--- src/hw/rtl/ppp_pkg.sv ---
// Shared constants and types for the pinhole point projection pipeline.
// Used by ppp_dot, ppp_div, ppp_sat and pinhole_point_projection; no dependencies.
`timescale 1ns / 1ps

package ppp_pkg;

    localparam int COEF_WIDTH_DEF  = 16;
    localparam int COORD_WIDTH_DEF = 16;

    localparam int ROW_WIDTH     = 64;
    localparam int NUM_ROWS      = 3;
    localparam int NUM_TERMS     = 4;
    localparam int PT_WIDTH      = 16;
    localparam int PIX_WIDTH     = 16;
    localparam int QBITS         = PIX_WIDTH + 1;
    localparam int CFG_IDX_WIDTH = 2;

    localparam logic [CFG_IDX_WIDTH-1:0] REG_ROW_U = 2'd0;
    localparam logic [CFG_IDX_WIDTH-1:0] REG_ROW_V = 2'd1;
    localparam logic [CFG_IDX_WIDTH-1:0] REG_ROW_W = 2'd2;

    localparam logic [QBITS-1:0] Q_POS_LIMIT = QBITS'(2 ** (PIX_WIDTH - 1) - 1);
    localparam logic [QBITS-1:0] Q_NEG_LIMIT = QBITS'(2 ** (PIX_WIDTH - 1));

    localparam logic [PIX_WIDTH-1:0] PIX_MAX_VAL = {1'b0, {(PIX_WIDTH - 1){1'b1}}};
    localparam logic [PIX_WIDTH-1:0] PIX_MIN_VAL = {1'b1, {(PIX_WIDTH - 1){1'b0}}};

    typedef struct packed {
        logic ovf_u;
        logic ovf_v;
        logic neg_u;
        logic neg_v;
        logic zero;
    } ppp_div_status_t;

    typedef struct packed {
        logic saturated;
        logic depth_zero;
    } ppp_flags_t;

endpackage

--- src/hw/rtl/ppp_sat.sv ---
// Output stage: applies sign, saturation and the zero-depth case, holds the result.
// Depends on ppp_pkg for the limits and the status and flag structs.
`timescale 1ns / 1ps

module ppp_sat (
    input  logic                          clk,
    input  logic                          rst_n,
    input  logic                          in_valid,
    output logic                          in_ready,
    input  logic [ppp_pkg::QBITS-1:0]     quot_u,
    input  logic [ppp_pkg::QBITS-1:0]     quot_v,
    input  ppp_pkg::ppp_div_status_t      status,
    output logic                          out_valid,
    input  logic                          out_ready,
    output logic [ppp_pkg::PIX_WIDTH-1:0] pixel_u,
    output logic [ppp_pkg::PIX_WIDTH-1:0] pixel_v,
    output ppp_pkg::ppp_flags_t           flags
);

    localparam int PW = ppp_pkg::PIX_WIDTH;
    localparam int QB = ppp_pkg::QBITS;

    function automatic logic [PW:0] clip(input logic [QB-1:0] q, input logic ovf,
                                         input logic neg);
        logic [PW-1:0] pix;
        logic          sat;
        sat = 1'b0;
        if (neg)
        begin
            if (ovf || q > ppp_pkg::Q_NEG_LIMIT)
            begin
                sat = 1'b1;
                pix = ppp_pkg::PIX_MIN_VAL;
            end
            else
            begin
                pix = PW'(~q + 1'b1);
            end
        end
        else
        begin
            if (ovf || q > ppp_pkg::Q_POS_LIMIT)
            begin
                sat = 1'b1;
                pix = ppp_pkg::PIX_MAX_VAL;
            end
            else
            begin
                pix = q[PW-1:0];
            end
        end
        return {sat, pix};
    endfunction

    logic [PW:0]   clip_u, clip_v;
    logic [PW-1:0] pixel_u_reg, pixel_v_reg;
    ppp_pkg::ppp_flags_t flags_reg;
    logic          out_valid_reg;
    logic          load;

    assign clip_u   = clip(quot_u, status.ovf_u, status.neg_u);
    assign clip_v   = clip(quot_v, status.ovf_v, status.neg_v);
    assign in_ready = !out_valid_reg || out_ready;
    assign load     = in_valid && in_ready;

    always_ff @(posedge clk or negedge rst_n)
    begin
        if (!rst_n)
        begin
            out_valid_reg <= 1'b0;
        end
        else if (in_ready)
        begin
            out_valid_reg <= in_valid;
        end
    end

    always_ff @(posedge clk)
    begin
        if (load)
        begin
            if (status.zero)
            begin
                pixel_u_reg          <= '0;
                pixel_v_reg          <= '0;
                flags_reg.depth_zero <= 1'b1;
                flags_reg.saturated  <= 1'b0;
            end
            else
            begin
                pixel_u_reg          <= clip_u[PW-1:0];
                pixel_v_reg          <= clip_v[PW-1:0];
                flags_reg.depth_zero <= 1'b0;
                flags_reg.saturated  <= clip_u[PW] | clip_v[PW];
            end
        end
    end

    assign out_valid = out_valid_reg;
    assign pixel_u   = pixel_u_reg;
    assign pixel_v   = pixel_v_reg;
    assign flags     = flags_reg;

endmodule

--- config.mk ---
export PLATFORM = sky130hd
export DESIGN_NAME = ppp_sat
export DESIGN_NICKNAME = d
export VERILOG_FILES = /design/src/hw/rtl/ppp_pkg.sv /design/src/hw/rtl/ppp_sat.sv
export SDC_FILE = /design/constraint.sdc
export NUM_CORES = 1
export LEC_CHECK = 0
export BUFFER_PORTS_ARGS = -buffer_cell sky130_fd_sc_hd__buf_2
export CAP_MARGIN = 10
export CORE_MARGIN = 5
export CORE_UTILIZATION = 57
export CTS_BUF_LIST = sky130_fd_sc_hd__clkbuf_2 sky130_fd_sc_hd__clkbuf_4 sky130_fd_sc_hd__clkbuf_8
export DETAILED_ROUTE_END_ITERATION = 10
export HOLD_SLACK_MARGIN = 0.03
export PLACE_DENSITY = 0.92
export SETUP_SLACK_MARGIN = 0.2
export SYNTH_ARGS = -nofsm -noshare
export SYNTH_HDL_FRONTEND = slang
export SYNTH_SLANG_ARGS = --single-unit
--- constraint.sdc ---
create_clock -name clk -period 2.8 [get_ports clk]
set_input_delay 0.28 -clock clk [delete_from_list [all_inputs] [get_ports clk]]
set_output_delay 0.28 -clock clk [all_outputs]
set_load 0.01 [all_outputs]
==> results.json <==
{
  "status": "finished, final reports clean",
  "cts_hold_repair.buffers": 1,
  "synth-main-ff-cell": "edfxtp_1",
  "yosysWarnings": 0,
  "synth_nets": 317,
  "dieArea_mm2": 0.00576,
  "period_needed_ns": 2.01,
  "vdd_ir_drop_max_mv": 0.238,
  "fin_crit_sh": 0.717,
  "antennaDiodeCount": 0,
  "dr.pass1.iters": 5,
  "antenna_found_initial": 0,
  "die_w_um": 75.9,
  "tightest_slew_ns": 0.745,
  "grt_overflow": 0,
  "drc": 0,
  "synthDistinctLibCells": 53,
  "wl_um": 6740,
  "ioPinCount": 79,
  "setup_viol": 0,
  "gp_congestion": 0.992,
  "maxSlewViolCount": 0,
  "fmax_mhz": 498,
  "slew_headroom": 0.503,
  "start_kind": "input pin",
  "grtUsageTotal": 0.236,
  "dp_hpwl_um": 4740,
  "clkTransAtPathRegs_ns": 0.08,
  "max-cap-violations": 0,
  "die_y_um": 75.9,
  "synth_area_mm2": 0.00247,
  "syn_inst": 270,
  "post_cts_resized": 0,
  "cts_buffer_depth": 2,
  "fillers": 326,
  "hold_path.class": "input pin to flip-flop",
  "grt_pass1_vias": 2209,
  "grt_max_degree": 46,
  "drive_gt1_frac": 0.297,
  "synthTopCellsByCount": "edfxtp_1, a21oi_1, nor3_1",
  "place_inst": 386,
  "syn_area_per_cell_um2": 9.16,
  "insertion_delay_ns": 0.29,
  "synth_top_cell_by_area": "edfxtp_1",
  "grt_pass1_wl_um": 10400,
  "postCtsSetupBuffers": 0,
  "cts_buffers": 5,
  "power_density_mw_per_mm2": 476,
  "instances_no_fill": 395,
  "wire_per_inst_um": 17.1,
  "cts_tree": "built",
  "synth_area_leaders": "edfxtp_1, a21oi_1, nor3_1",
  "coreArea_mm2": 0.00429,
  "cp.arrival_ns": 2.01,
  "port_buffers": 78,
  "p_leak_nw": 1.12,
  "cts.root.buffer_cell": "clkbuf_8",
  "vias": 2590,
  "rows": 24,
  "synth-seq-cells": 35,
  "path_class": "input pin to flip-flop",
  "synth_top_area_frac": 0.413,
  "yosysMostFrequentCell": "edfxtp_1",
  "area_growth_pct": 21.6,
  "seq_area_mm2": 0.00105,
  "hold_violations": 0,
  "finalSetupTns_ns": 0,
  "drt_iter0_markers": 393,
  "async_flop_share": 0.0286,
  "initial_core_util": 0.576,
  "skew_ns": 0.00703,
  "critPathCaptureType": "flip-flop",
  "multiInputGateArea_mm2": 0.00130,
  "ys_seq_area_frac": 0.423,
  "required_ns": 2.81,
  "htreeDepth": 2,
  "path_max_fanout": 6,
  "rsz0062_at_grt": "false",
  "antenna_left": 0,
  "synth_edf_count": 34,
  "cts.sinks": 35,
  "layout.nets": 389,
  "avgViaCountPerCell": 6.56
}
==> path summary, 6_finish.rpt <==
| kind | start | to | slack (ns) | depth (start not counted) |
|---|---|---|---|---|
| setup reg to reg | out_valid | pixel_u[10] | 1.43 | 3 |
| setup / recovery | quot_v[1] | pixel_v[8] | 0.79 | 8 |
| hold / removal | in_valid | out_valid | 0.21 | 2 |
| min in group asynchronous | rst_n | out_valid | 0.32 | 2 |
| max in group asynchronous | rst_n | out_valid | 2.40 | 2 |
| hold reg to reg | out_valid | out_valid | 0.56 | 2 |
==> critical path: stages <==
cell and delay, ns:
buf_2 0.12, inv_1 0.06, ha_1 0.20, or4b_4 0.53, nor4_1 0.37, nand2_1 0.15, a21oi_1 0.22, nor3_1 0.08
==> kinds of logic after synthesis <==
group / synth area share
AOI/OAI and AO/OA: 0.206
xor gates and xnor gates: 0.00708
and+or+nand+nor: 0.291
adders and majority gates: 0.0202
DFF: 0.423
buffers and inverters: 0.0526
==> layout make-up <==
cell class	instances	share of cell area
Clock buffer	5	0.0229
Clock inverter	3	0.0225
Inverter	13	0.0162
Multi-Input combinational cell	206	0.431
Sequential cell	35	0.348
Tap cell	52	0.0216
Timing Repair Buffer	81	0.138
==> through the flow <==
stage | utilization | setup WS [ns] | area [um^2] | power [mW] | hold slack, ns
after detailed placement | 0.667 | 0.540 | 2860 | 0.887 | 0.0555
after floorplan | - | 0.935 | 2470 | 0.774 | -0.0156
final | 0.701 | 0.794 | 3010 | 1.43 | 0.210
after global placement | 0.667 | 0.534 | 2860 | 0.879 | 0.0550
after CTS | 0.701 | 0.799 | 3010 | 1.43 | 0.212
after global routing | 0.701 | 0.568 | 3010 | 1.48 | 0.226
==> placed cells by master (no fill, tap or decap), types with 2 or more instances in the layout <==
master / Yosys / final
buf_4: 1 / 2
and3_1: 2 / 2
nand4_1: 8 / 8
a21oi_1: 31 / 31
o21ai_0: 10 / 10
or2_2: 3 / 3
or3_1: 10 / 10
nand3_1: 8 / 8
nand2_1: 15 / 15
inv_1: 13 / 13
o21ai_1: 2 / 2
clkbuf_8: 0 / 5
nor2b_1: 2 / 2
bufinv_16: 0 / 2
edfxtp_1: 34 / 34
a31oi_1: 7 / 7
or4_1: 5 / 5
nand4b_1: 3 / 3
o41ai_1: 2 / 2
nor2_1: 11 / 11
a211oi_1: 4 / 4
o311ai_0: 5 / 5
nor4_1: 8 / 8
nand2b_1: 8 / 8
buf_2: 2 / 78
nor3b_1: 3 / 3
a21bo_2: 2 / 2
a311oi_1: 3 / 3
nor3_1: 28 / 28
ha_1: 4 / 4
==> layer usage <==
| layer | track usage | part of all wire | vias up |
|---|---|---|---|
| met5 | 0 | 0 | - |
| met4 | 0.0718 | 0.022 | 0 |
| met3 | 0.0449 | 0.11 | 17 |
| met2 | 0.394 | 0.49 | 172 |
| met1 | 0.310 | 0.38 | 1188 |
| li1 | - | - | 1213 |
==> where the power goes <==
part	switching (mW)	internal, mW	total [mW]
logic	0.166	0.0923	0.258
registers	0.00803	0.616	0.624
clock network	0.194	0.355	0.549
total	0.368	1.06	1.43
Note: power is estimated with default switching activity, not from simulation.
